`src/rtl/ternary_negation_propagate_macros.svh`:
```
// Assertion macros shared by the RTL of the negation propagator.
// Each macro expects clk_i and rst_ni to be visible where it is used.
`ifndef TERNARY_NEGATION_PROPAGATE_MACROS_SVH
`define TERNARY_NEGATION_PROPAGATE_MACROS_SVH

// Consequent must hold in the same cycle as the antecedent.
`define TNP_ASSERT_IMP(lbl, ante, cons, msg) \
  lbl: assert property (@(posedge clk_i) disable iff (!rst_ni) (ante) |-> (cons)) \
    else $error(msg);

// Consequent must hold in the cycle after the antecedent.
`define TNP_ASSERT_NXT(lbl, ante, cons, msg) \
  lbl: assert property (@(posedge clk_i) disable iff (!rst_ni) (ante) |=> (cons)) \
    else $error(msg);

`endif

```
`src/rtl/tnp_pkg.sv`:
```
// Package for the negation propagator: vector width, item types, status codes
// and the bit-position helpers. Depends on nothing.
`timescale 1ns / 1ps
`default_nettype none

package tnp_pkg;

  localparam int unsigned VEC_WIDTH = 32;
  localparam int unsigned POS_W     = $clog2(VEC_WIDTH);
  localparam int unsigned CNT_W     = $clog2(VEC_WIDTH + 1);

  typedef logic [VEC_WIDTH-1:0] vec_t;
  typedef logic [POS_W-1:0]     pos_t;
  typedef logic [CNT_W-1:0]     cnt_t;

  localparam cnt_t VEC_CNT = cnt_t'(VEC_WIDTH);

  typedef enum logic [1:0] {
    ST_NOCHANGE = 2'd0,
    ST_CHANGED  = 2'd1,
    ST_CONFLICT = 2'd2
  } status_e;

  typedef struct packed {
    vec_t x_known;
    vec_t x_bits;
    vec_t y_known;
    vec_t y_bits;
  } in_item_t;

  typedef struct packed {
    vec_t    x_known_out;
    vec_t    x_bits_out;
    vec_t    y_known_out;
    vec_t    y_bits_out;
    status_e status;
  } out_item_t;

  function automatic pos_t lowest_idx(vec_t v);
    pos_t r;
    r = '0;
    for (int i = VEC_WIDTH - 1; i >= 0; i--) begin
      if (v[i]) begin
        r = pos_t'(i);
      end
    end
    return r;
  endfunction

  function automatic pos_t highest_idx(vec_t v);
    pos_t r;
    r = '0;
    for (int i = 0; i < VEC_WIDTH; i++) begin
      if (v[i]) begin
        r = pos_t'(i);
      end
    end
    return r;
  endfunction

  function automatic vec_t low_mask(cnt_t b);
    vec_t m;
    for (int i = 0; i < VEC_WIDTH; i++) begin
      m[i] = (cnt_t'(i) < b);
    end
    return m;
  endfunction

endpackage

`default_nettype wire

```
`src/rtl/ternary_negation_propagate.sv`:
```
// Top level of the negation propagator: a four-stage pipeline that refines
// two partially known vectors related by y = -x. Depends on tnp_pkg and the macro header.
//
//   Channel | Direction | Handshake               | Payload
//   --------+-----------+-------------------------+-----------------------
//   in      | input     | in_valid_i, in_stall_o  | in_item_i  (in_item_t)
//   out     | output    | out_valid_o, out_stall_i| out_item_o (out_item_t)
//
// One item enters every cycle while in_stall_o is low; each result passes through
// four register stages in order: operand encodes, feasible range, range bounds,
// and the per-bit refinement that loads the output register.
// Reset clears only the stage valid bits.
// A stall holds the output register and closes bubbles in the stages behind it.
`timescale 1ns / 1ps
`default_nettype none
`include "ternary_negation_propagate_macros.svh"

module ternary_negation_propagate (
  input  wire                   clk_i,
  input  wire                   rst_ni,
  input  wire                   in_valid_i,
  output logic                  in_stall_o,
  input  tnp_pkg::in_item_t     in_item_i,
  output logic                  out_valid_o,
  input  wire                   out_stall_i,
  output tnp_pkg::out_item_t    out_item_o
);
  import tnp_pkg::*;

  typedef struct packed {
    vec_t xf;
    vec_t xv;
    vec_t yf;
    vec_t yv;
    logic none;
    logic kn_any;
    pos_t kn_lo;
    logic df_any;
    pos_t df_lo;
    logic o2_any;
    pos_t o2_hi;
    logic z2_any;
    pos_t z2_hi;
  } s1_t;

  typedef struct packed {
    vec_t xf;
    vec_t xv;
    vec_t yf;
    vec_t yv;
    logic none;
    logic conf;
    vec_t feas;
    logic wf;
  } s2_t;

  typedef struct packed {
    vec_t xf;
    vec_t xv;
    vec_t yf;
    vec_t yv;
    logic none;
    logic conf;
    vec_t feas;
    logic wf;
    logic fne;
    pos_t l_pos;
    pos_t h_pos;
  } s3_t;

  logic      s1_valid_q, s2_valid_q, s3_valid_q, out_valid_q;
  logic      r1, r2, r3, r4;
  s1_t       s1_d, s1_q;
  s2_t       s2_d, s2_q;
  s3_t       s3_d, s3_q;
  out_item_t out_item_d, out_item_q;

  assign r4         = !out_valid_q || !out_stall_i;
  assign r3         = !s3_valid_q || r4;
  assign r2         = !s2_valid_q || r3;
  assign r1         = !s1_valid_q || r2;
  assign in_stall_o = !r1;

  always_comb begin
    vec_t xf, xv, yf, yv, both;
    xf = in_item_i.x_known;
    xv = in_item_i.x_bits & xf;
    yf = in_item_i.y_known;
    yv = in_item_i.y_bits & yf;
    both = xf & yf;
    s1_d.xf     = xf;
    s1_d.xv     = xv;
    s1_d.yf     = yf;
    s1_d.yv     = yv;
    s1_d.none   = ((xf | yf) == '0);
    s1_d.kn_any = ((xv | yv) != '0);
    s1_d.kn_lo  = lowest_idx(xv | yv);
    s1_d.df_any = ((both & (xv ^ yv)) != '0);
    s1_d.df_lo  = lowest_idx(both & (xv ^ yv));
    s1_d.o2_any = ((xv & yv) != '0);
    s1_d.o2_hi  = highest_idx(xv & yv);
    s1_d.z2_any = ((both & ~xv & ~yv) != '0);
    s1_d.z2_hi  = highest_idx(both & ~xv & ~yv);
  end

  always_comb begin
    cnt_t lo_c, hi_c;
    logic conf_c;
    vec_t hole, hi_msk;
    hi_c   = VEC_CNT;
    lo_c   = '0;
    conf_c = 1'b0;
    if (s1_q.kn_any) begin
      hi_c = cnt_t'(s1_q.kn_lo);
    end
    if (s1_q.df_any) begin
      if (s1_q.df_lo == '0) begin
        conf_c = 1'b1;
      end else if (cnt_t'(s1_q.df_lo) - cnt_t'(1) < hi_c) begin
        hi_c = cnt_t'(s1_q.df_lo) - cnt_t'(1);
      end
    end
    if (s1_q.o2_any) begin
      lo_c = cnt_t'(s1_q.o2_hi);
    end
    if (s1_q.z2_any && (cnt_t'(s1_q.z2_hi) + cnt_t'(1) > lo_c)) begin
      lo_c = cnt_t'(s1_q.z2_hi) + cnt_t'(1);
    end
    if (lo_c > hi_c) begin
      conf_c = 1'b1;
    end
    hole   = (s1_q.xf & ~s1_q.xv) | (s1_q.yf & ~s1_q.yv);
    hi_msk = (hi_c == VEC_CNT) ? '1 : low_mask(hi_c + cnt_t'(1));
    s2_d.xf   = s1_q.xf;
    s2_d.xv   = s1_q.xv;
    s2_d.yf   = s1_q.yf;
    s2_d.yv   = s1_q.yv;
    s2_d.none = s1_q.none;
    s2_d.conf = conf_c;
    s2_d.feas = ~hole & ~low_mask(lo_c) & hi_msk;
    s2_d.wf   = (hi_c == VEC_CNT);
  end

  always_comb begin
    s3_d.xf    = s2_q.xf;
    s3_d.xv    = s2_q.xv;
    s3_d.yf    = s2_q.yf;
    s3_d.yv    = s2_q.yv;
    s3_d.none  = s2_q.none;
    s3_d.feas  = s2_q.feas;
    s3_d.wf    = s2_q.wf;
    s3_d.fne   = (s2_q.feas != '0);
    s3_d.conf  = s2_q.conf || ((s2_q.feas == '0) && !s2_q.wf);
    s3_d.l_pos = lowest_idx(s2_q.feas);
    s3_d.h_pos = highest_idx(s2_q.feas);
  end

  always_comb begin
    vec_t xf, xv, yf, yv, unk, lbit, hbit, rng, bmask, gt, region, above;
    vec_t bx0, bx1, x0, x1, y0, y1, cf_vec, xset, yset, from_x, from_y;
    vec_t nxf, nxv, nyf, nyv;
    logic changed;
    xf   = s3_q.xf;
    xv   = s3_q.xv;
    yf   = s3_q.yf;
    yv   = s3_q.yv;
    lbit = vec_t'(1) << s3_q.l_pos;
    hbit = vec_t'(1) << s3_q.h_pos;
    rng  = s3_q.fne ? (~low_mask(cnt_t'(s3_q.l_pos)) &
                       low_mask(cnt_t'(s3_q.h_pos) + cnt_t'(1))) : '0;
    bmask  = rng & ~lbit;
    gt     = s3_q.wf ? rng : (rng & ~hbit);
    region = s3_q.fne ? low_mask(cnt_t'(s3_q.l_pos)) : '1;
    above  = (s3_q.fne && !s3_q.wf) ? ~low_mask(cnt_t'(s3_q.h_pos) + cnt_t'(1)) : '0;
    unk    = ~xf & ~yf;
    bx0    = (xf & ~xv) | (~xf & yf & yv) | unk;
    bx1    = (xf & xv) | (~xf & yf & ~yv) | unk;
    x0     = (gt | (bmask & bx0)) & ~(xf & xv);
    x1     = (s3_q.feas | (bmask & bx1)) & ~(xf & ~xv);
    y0     = (gt | (bmask & bx1)) & ~(yf & yv);
    y1     = (s3_q.feas | (bmask & bx0)) & ~(yf & ~yv);
    cf_vec = rng & ((~x0 & ~x1) | (~y0 & ~y1));
    xset   = rng & ~xf & (x0 ^ x1);
    yset   = rng & ~yf & (y0 ^ y1);
    from_x = above & xf & ~yf;
    from_y = above & yf & ~xf;
    nxf    = xf | region | xset | from_y;
    nxv    = (xv & ~region) | (xset & x1) | (from_y & ~yv);
    nyf    = yf | region | yset | from_x;
    nyv    = (yv & ~region) | (yset & y1) | (from_x & ~xv);
    changed = ((region & ~(xf & yf)) != '0) || (xset != '0) || (yset != '0) ||
              ((from_x | from_y) != '0);
    if (s3_q.none) begin
      out_item_d = '{x_known_out: xf, x_bits_out: xv, y_known_out: yf, y_bits_out: yv,
                     status: ST_NOCHANGE};
    end else if (s3_q.conf || (cf_vec != '0)) begin
      out_item_d = '{x_known_out: xf, x_bits_out: xv, y_known_out: yf, y_bits_out: yv,
                     status: ST_CONFLICT};
    end else begin
      out_item_d = '{x_known_out: nxf, x_bits_out: nxv, y_known_out: nyf, y_bits_out: nyv,
                     status: changed ? ST_CHANGED : ST_NOCHANGE};
    end
  end

  always_ff @(posedge clk_i or negedge rst_ni) begin
    if (!rst_ni) begin
      s1_valid_q  <= 1'b0;
      s2_valid_q  <= 1'b0;
      s3_valid_q  <= 1'b0;
      out_valid_q <= 1'b0;
    end else begin
      if (r1) s1_valid_q <= in_valid_i;
      if (r2) s2_valid_q <= s1_valid_q;
      if (r3) s3_valid_q <= s2_valid_q;
      if (r4) out_valid_q <= s3_valid_q;
    end
  end

  always_ff @(posedge clk_i) begin
    if (r1 && in_valid_i) s1_q <= s1_d;
    if (r2 && s1_valid_q) s2_q <= s2_d;
    if (r3 && s2_valid_q) s3_q <= s3_d;
    if (r4 && s3_valid_q) out_item_q <= out_item_d;
  end

  assign out_valid_o = out_valid_q;
  assign out_item_o  = out_item_q;

  `TNP_ASSERT_IMP(a_stall_only_when_full, in_stall_o,
    s1_valid_q && s2_valid_q && s3_valid_q && out_valid_q,
    "Input stalled while a pipeline stage is empty.")
  `TNP_ASSERT_NXT(a_s3_holds, s3_valid_q && out_valid_q && out_stall_i,
    s3_valid_q && $stable(s3_q), "Stage three item changed under a stall.")
  `TNP_ASSERT_IMP(a_known_grows, s3_valid_q && out_item_d.status != ST_CONFLICT,
    ((out_item_d.x_known_out & s3_q.xf) == s3_q.xf) &&
    ((out_item_d.y_known_out & s3_q.yf) == s3_q.yf),
    "Refinement dropped a known bit.")
  `TNP_ASSERT_IMP(a_nochange_exact, s3_valid_q && out_item_d.status == ST_NOCHANGE,
    (out_item_d.x_known_out == s3_q.xf) && (out_item_d.y_known_out == s3_q.yf),
    "Status reports no change but a known mask changed.")

endmodule

`default_nettype wire
```
`config.mk`:
```
export PLATFORM = sky130hd
export DESIGN_NAME = ternary_negation_propagate
export DESIGN_NICKNAME = d
export VERILOG_FILES = /design/src/rtl/tnp_pkg.sv /design/src/rtl/ternary_negation_propagate.sv
export VERILOG_INCLUDE_DIRS = /design/src /design/src/rtl
export SDC_FILE = /design/constraint.sdc
export NUM_CORES = 2
export LEC_CHECK = 0
export BUFFER_PORTS_ARGS = -buffer_cell sky130_fd_sc_hd__buf_2
export CAP_MARGIN = 10
export CORE_ASPECT_RATIO = 1.25
export CORE_MARGIN = 10
export CORE_UTILIZATION = 50
export DETAILED_ROUTE_END_ITERATION = 12
export GPL_TIMING_DRIVEN = 0
export PLACE_DENSITY = 0.81
export SYNTH_ARGS = -nofsm -noshare
export SYNTH_HDL_FRONTEND = slang
export SYNTH_SLANG_ARGS = --single-unit
```
`constraint.sdc`:
```
create_clock -name clk_i -period 10.3 [get_ports clk_i]
set_input_delay 0.515 -clock clk_i [delete_from_list [all_inputs] [get_ports clk_i]]
set_output_delay 0.515 -clock clk_i [all_outputs]
set_load 0.01 [all_outputs]
```
Word-level counts from Yosys, hierarchy flattened
Index checks and enable logic that the tools add are counted.
{"block": "op_classes", "reduce_logical": 62, "eq_ne": 1, "n_shift": 2, "n_mux": 199, "n_lt_le_gt_ge": 130, "bitwise_logic": 97, "n_addsub": 4}
{"op": "$and 32x32->32", "count": 47}
{"op": "$not 32->32", "count": 23}
{"op": "$or 32x32->32", "count": 23}
{"op": "$mux 5", "count": 91}
{"op": "$reduce_bool 32->1", "count": 10}
{"op": "$lt 5x6->1 const A", "count": 48}
{"op": "$mux 130", "count": 2}
{"op": "$mux 4", "count": 48}
{"op": "$mux 32", "count": 5}
{"op": "$lt 4x6->1 const A", "count": 24}
{"op": "$reduce_or 16->1", "count": 6}
{"op": "$xor 32x32->32", "count": 3}
{"op": "$lt 5x5->1 const A", "count": 15}
{"op": "$lt 3x6->1 const A", "count": 12}
{"op": "$mux 3", "count": 24}
{"op": "$logic_not 32->1", "count": 2}
{"op": "$shl 1x5->32 const A", "count": 2}
{"op": "$reduce_or 8->1", "count": 6}
{"op": "$lt 4x5->1 const A", "count": 8}
{"op": "$lt 1x6->1 const A", "count": 6}
{"op": "$lt 2x6->1 const A", "count": 6}
{"op": "$not 31->32", "count": 1}
{"op": "$mux 6", "count": 5}
{"op": "$mux 2", "count": 12}
{"op": "16 further kinds", "count": 66}
{"block": "word_totals", "wordCells": 561, "reg_bits": 624, "input_bits": 132}

Longest topological paths before layout
{"block": "depth", "ltp_word": 34, "mapped_depth": 23}

Least setup slack after synthesis
Ideal clock, no wire load.
{"block": "synth_path", "path_kind": "input to register", "start": "input port out_stall_i", "end": "register out_item_q, in the netlist out_item_o[0] (enable)", "t_arrival_ns": 9.872, "t_required_ns": 9.482, "path_slack_ns": -0.390, "stages": 1, "path_buffers": 0, "path_cell_list": "a21boi_0"}
{"block": "synth_between", "elab_chain_cells": 3}
{"item": "start: declaration", "line": "ternary_negation_propagate.sv:25", "source": "input wire out_stall_i,"}
{"item": "$logic_not 1->1", "line": "ternary_negation_propagate.sv:78", "source": "assign r4 = !out_valid_q || !out_stall_i;"}
{"item": "$logic_or 1x1->1", "line": "ternary_negation_propagate.sv:78"}
{"item": "$logic_and 1x1->1", "line": "ternary_negation_propagate.sv:223", "source": "if (r4 && s3_valid_q) out_item_q <= out_item_d;"}
{"item": "end signal: assignment", "line": "ternary_negation_propagate.sv:223"}
{"item": "end: declaration", "line": "ternary_negation_propagate.sv:76", "source": "out_item_t out_item_d, out_item_q;"}
No other way between the ends.
A chain may end at the register's enable or synchronous reset.

==> impl_metrics.tcl <==
set metrics [dict create \
    finClkSkew_ns 0.0548 \
    top_layer "met5" \
    grt_max_degree 77 \
    place.detailed.hpwl_um 131000 \
    clk_pin_slew_ns 0.07 \
    syn_nets 3620 \
    num_io_pins 264 \
    synth_top_area_frac 0.531 \
    wl_per_cell_um 36.0 \
    synth-compound-area-share 0.194 \
    synth_cell_type_count 103 \
    io_buffers 263 \
    numClockSinks 624 \
    drive_gt1_frac 0.136 \
    synth_top_family_by_area "compound AO/OA/AOI/OAI gates" \
    drc 0 \
    postCtsHoldBufs 1 \
    p_leak_nw 15.6 \
    start_util 0.505 \
    cts_buffers 57 \
    ir_worst_vdd_mv 0.154 \
    start_kind "flop" \
    worstHoldPathType "in -> reg" \
    crit_slowest_cell "nor2b_1" \
    dieHeight_um 316 \
    synthSimpleGateAreaFrac 0.163 \
    grtUsageTotal 0.401 \
    routedLengthMet1_um 57300 \
    clk_latency_ns 0.68 \
    crit_top_cell "buf_2" \
    worstPathArrival_ns 9.60 \
    area_growth_pct 13.9 \
    rows 108 \
    drt_iter0_drc 4606 \
    totalWireLength_um 168000 \
    rsz0062_at_grt "false" \
    cap_violations 0 \
    drtPass1Iterations 8 \
    synth_area_leader_cell "edfxtp_1" \
    syn_area_mm2 0.0351 \
    critical-path-max-stage-delay_ns 1.11 \
    fill_cells 5833 \
    die_area_mm2 0.0812 \
    grt_overflow 0 \
    post_cts_buffers 0 \
    cts-root-buf "clkbuf_16" \
    wl_met3_um 17600 \
    finalCritPeriodShare 0.909 \
    whs_ns 0.0856 \
    dr_total_vias 32000 \
    dr_wl_met2_um 76400 \
    criticalPathCategory "reg -> reg" \
    synth_warnings 0 \
    seq_area_frac_synth 0.533 \
    fin_crit_ns 9.37 \
    synthTopCellsByArea "edfxtp_1 (53%), ha_1 (5.5%), nand2_1 (3.6%)" \
    setup_tns_ns 0 \
    synth_flop_cell "edfxtp_1" \
    max_slew_margin 0.0310 \
    syn_inst 3334 \
    cp_max_fo 10 \
    nets 3964 \
    synth_fa_ha_area_frac 0.0549 \
    cts-resized-gates 0 \
    cp.required_ns 10.53 \
    die_w_um 257 \
    ys_ff_latch 624 \
    vias_per_cell 6.85 \
    antenna_found_initial 9 \
    cts_max_path_buffers 3 \
    crit_chain "buf_4, buf_2, buf_1, inv_1, ha_1, buf_2, buf_2, nor2b_1, a211oi_1, o21ai_1, a21oi_1, o22ai_1, ha_1, nor2_1, a2111oi_0, a311oi_1, buf_2, o2111ai_1, nor2_1, nand2_2, clkbuf_1, o21ai_0" \
    grt_pass1_wl_um 230000 \
    finalHoldViolations 0 \
    htreeDepth 2 \
    p_per_area_mw_per_mm2 217 \
    final_common_cell "edfxtp_1" \
    setup_violations 0 \
    outcome "finished, final reports clean" \
    postSynthAreaPerCell_um2 10.5 \
    gp_congestion 1.10 \
    end_kind "flop" \
    synth_xor_area_frac 0.00574 \
    postRouteAntennaNets 0 \
    cts_tree "done" \
    fmax_mhz 107 \
    synthMuxAreaShare 0.00460 \
    tightest_slew_ns 1.45 \
    slew_viol_final 0 \
    async_flop_share 0.00641 \
    grt_pass1_vias 30600 \
    synth_edf_count 620 \
    core_mm2 0.0695 \
    final_cell_mix "edfxtp_1 (620), nand2_1 (341), buf_2 (298)" \
]
## kinds of logic after synthesis
logic type      Yosys count
mux                      15
compound gates          987
flops                   624
buf+inv                 375
fa+ha+maj               154
xor+xnor                 20
simple gates           1159
## critical path, delay by kind of cell, from the launching register on
family | cells | cell delay (ns)
AND/OR/NAND/NOR | 4 | 1.48
buffers and inverters | 8 | 3.42
flip-flops | 1 | 0.37
adder cells (fa/ha/maj) | 2 | 0.54
AO/OA/AOI/OAI | 8 | 3.06
## power by group
part	leakage, nW	total [mW]	switching, mW	internal [mW]
logic	8.54	2.90	2.02	0.878
registers	6.10	3.51	0.313	3.20
clock network	0.940	2.24	0.981	1.26
total	15.6	8.66	3.31	5.34
## state kept, by name, summed over array words and instances, names as in the netlist
signal and flops:
out_item_o 130, out_valid_o 1, s1_q 153, s1_valid_q 1
s2_q 163, s2_valid_q 1, s3_q 174, s3_valid_q 1
## cell usage after synthesis (all sizes together) (38+ instances only)
master / number
nor3: 88
nand3: 112
a211oi: 41
clkbuf: 63
a31oi: 45
o22ai: 71
a21oi: 161
nor2b: 48
edfxtp: 620
ha: 154
o21ai: 241
a21o: 38
nand2b: 63
nor4: 58
inv: 256
o31ai: 38
nor2: 248
nand2: 342
buf: 56
## per-stage QoR
step	power, mW	setup WS, ns	instance area [µm²]	instances	util
CTS	8.50	1.59	39900	4653	0.575
global route	8.89	1.09	40000	4658	0.575
finish	8.66	0.933	40000	4662	0.575
global placement	6.30	-1.56	37600	4532	0.541
floorplan	5.06	1.19	35100	3334	-
detailed placement	6.27	1.65	37900	4548	0.546
## path summary, 6_finish.rpt
check | start | end | slack, ns | cells after the start
setup / recovery | s3_q[2]$_SDFFCE_PP1P_ | out_item_o[65]$_DFFE_PP_ | 0.93 | 22
hold / removal | in_item_i[51] | s1_q[76]$_DFFE_PP_ | 0.09 | 1
setup reg to reg | s3_q[2]$_SDFFCE_PP1P_ | out_item_o[65]$_DFFE_PP_ | 0.93 | 22
hold reg to reg | s2_q[123]$_DFFE_PP_ | s3_q[134]$_DFFE_PP_ | 0.38 | 0
max in group asynchronous | rst_ni | s1_valid_q$_DFFE_PN0N_ | 9.97 | 2
min in group asynchronous | rst_ni | s2_valid_q$_DFFE_PN0P_ | 0.20 | 2
## layer usage
metal	up-vias	track usage
met2	2451	0.647
met5	-	0
li1	13500	-
met1	15400	0.457
met4	4	0.320
met3	616	0.0920
## layout make-up
| cell class | instances | area, µm² | share of cell area |
|---|---|---|---|
| Inverter | 256 | 961 | 0.0240 |
| Sequential cell | 624 | 18700 | 0.468 |
| Buffer | 119 | 601 | 0.0150 |
| Clock inverter | 37 | 475 | 0.0119 |
| Timing Repair Buffer | 285 | 1680 | 0.0419 |
| Tap cell | 935 | 1170 | 0.0293 |
| Clock buffer | 67 | 1490 | 0.0372 |
| Antenna cell | 4 | 10.0 | 0.000250 |
| Multi-Input combinational cell | 2335 | 14900 | 0.372 |
Power figures use the tool's default switching activity.
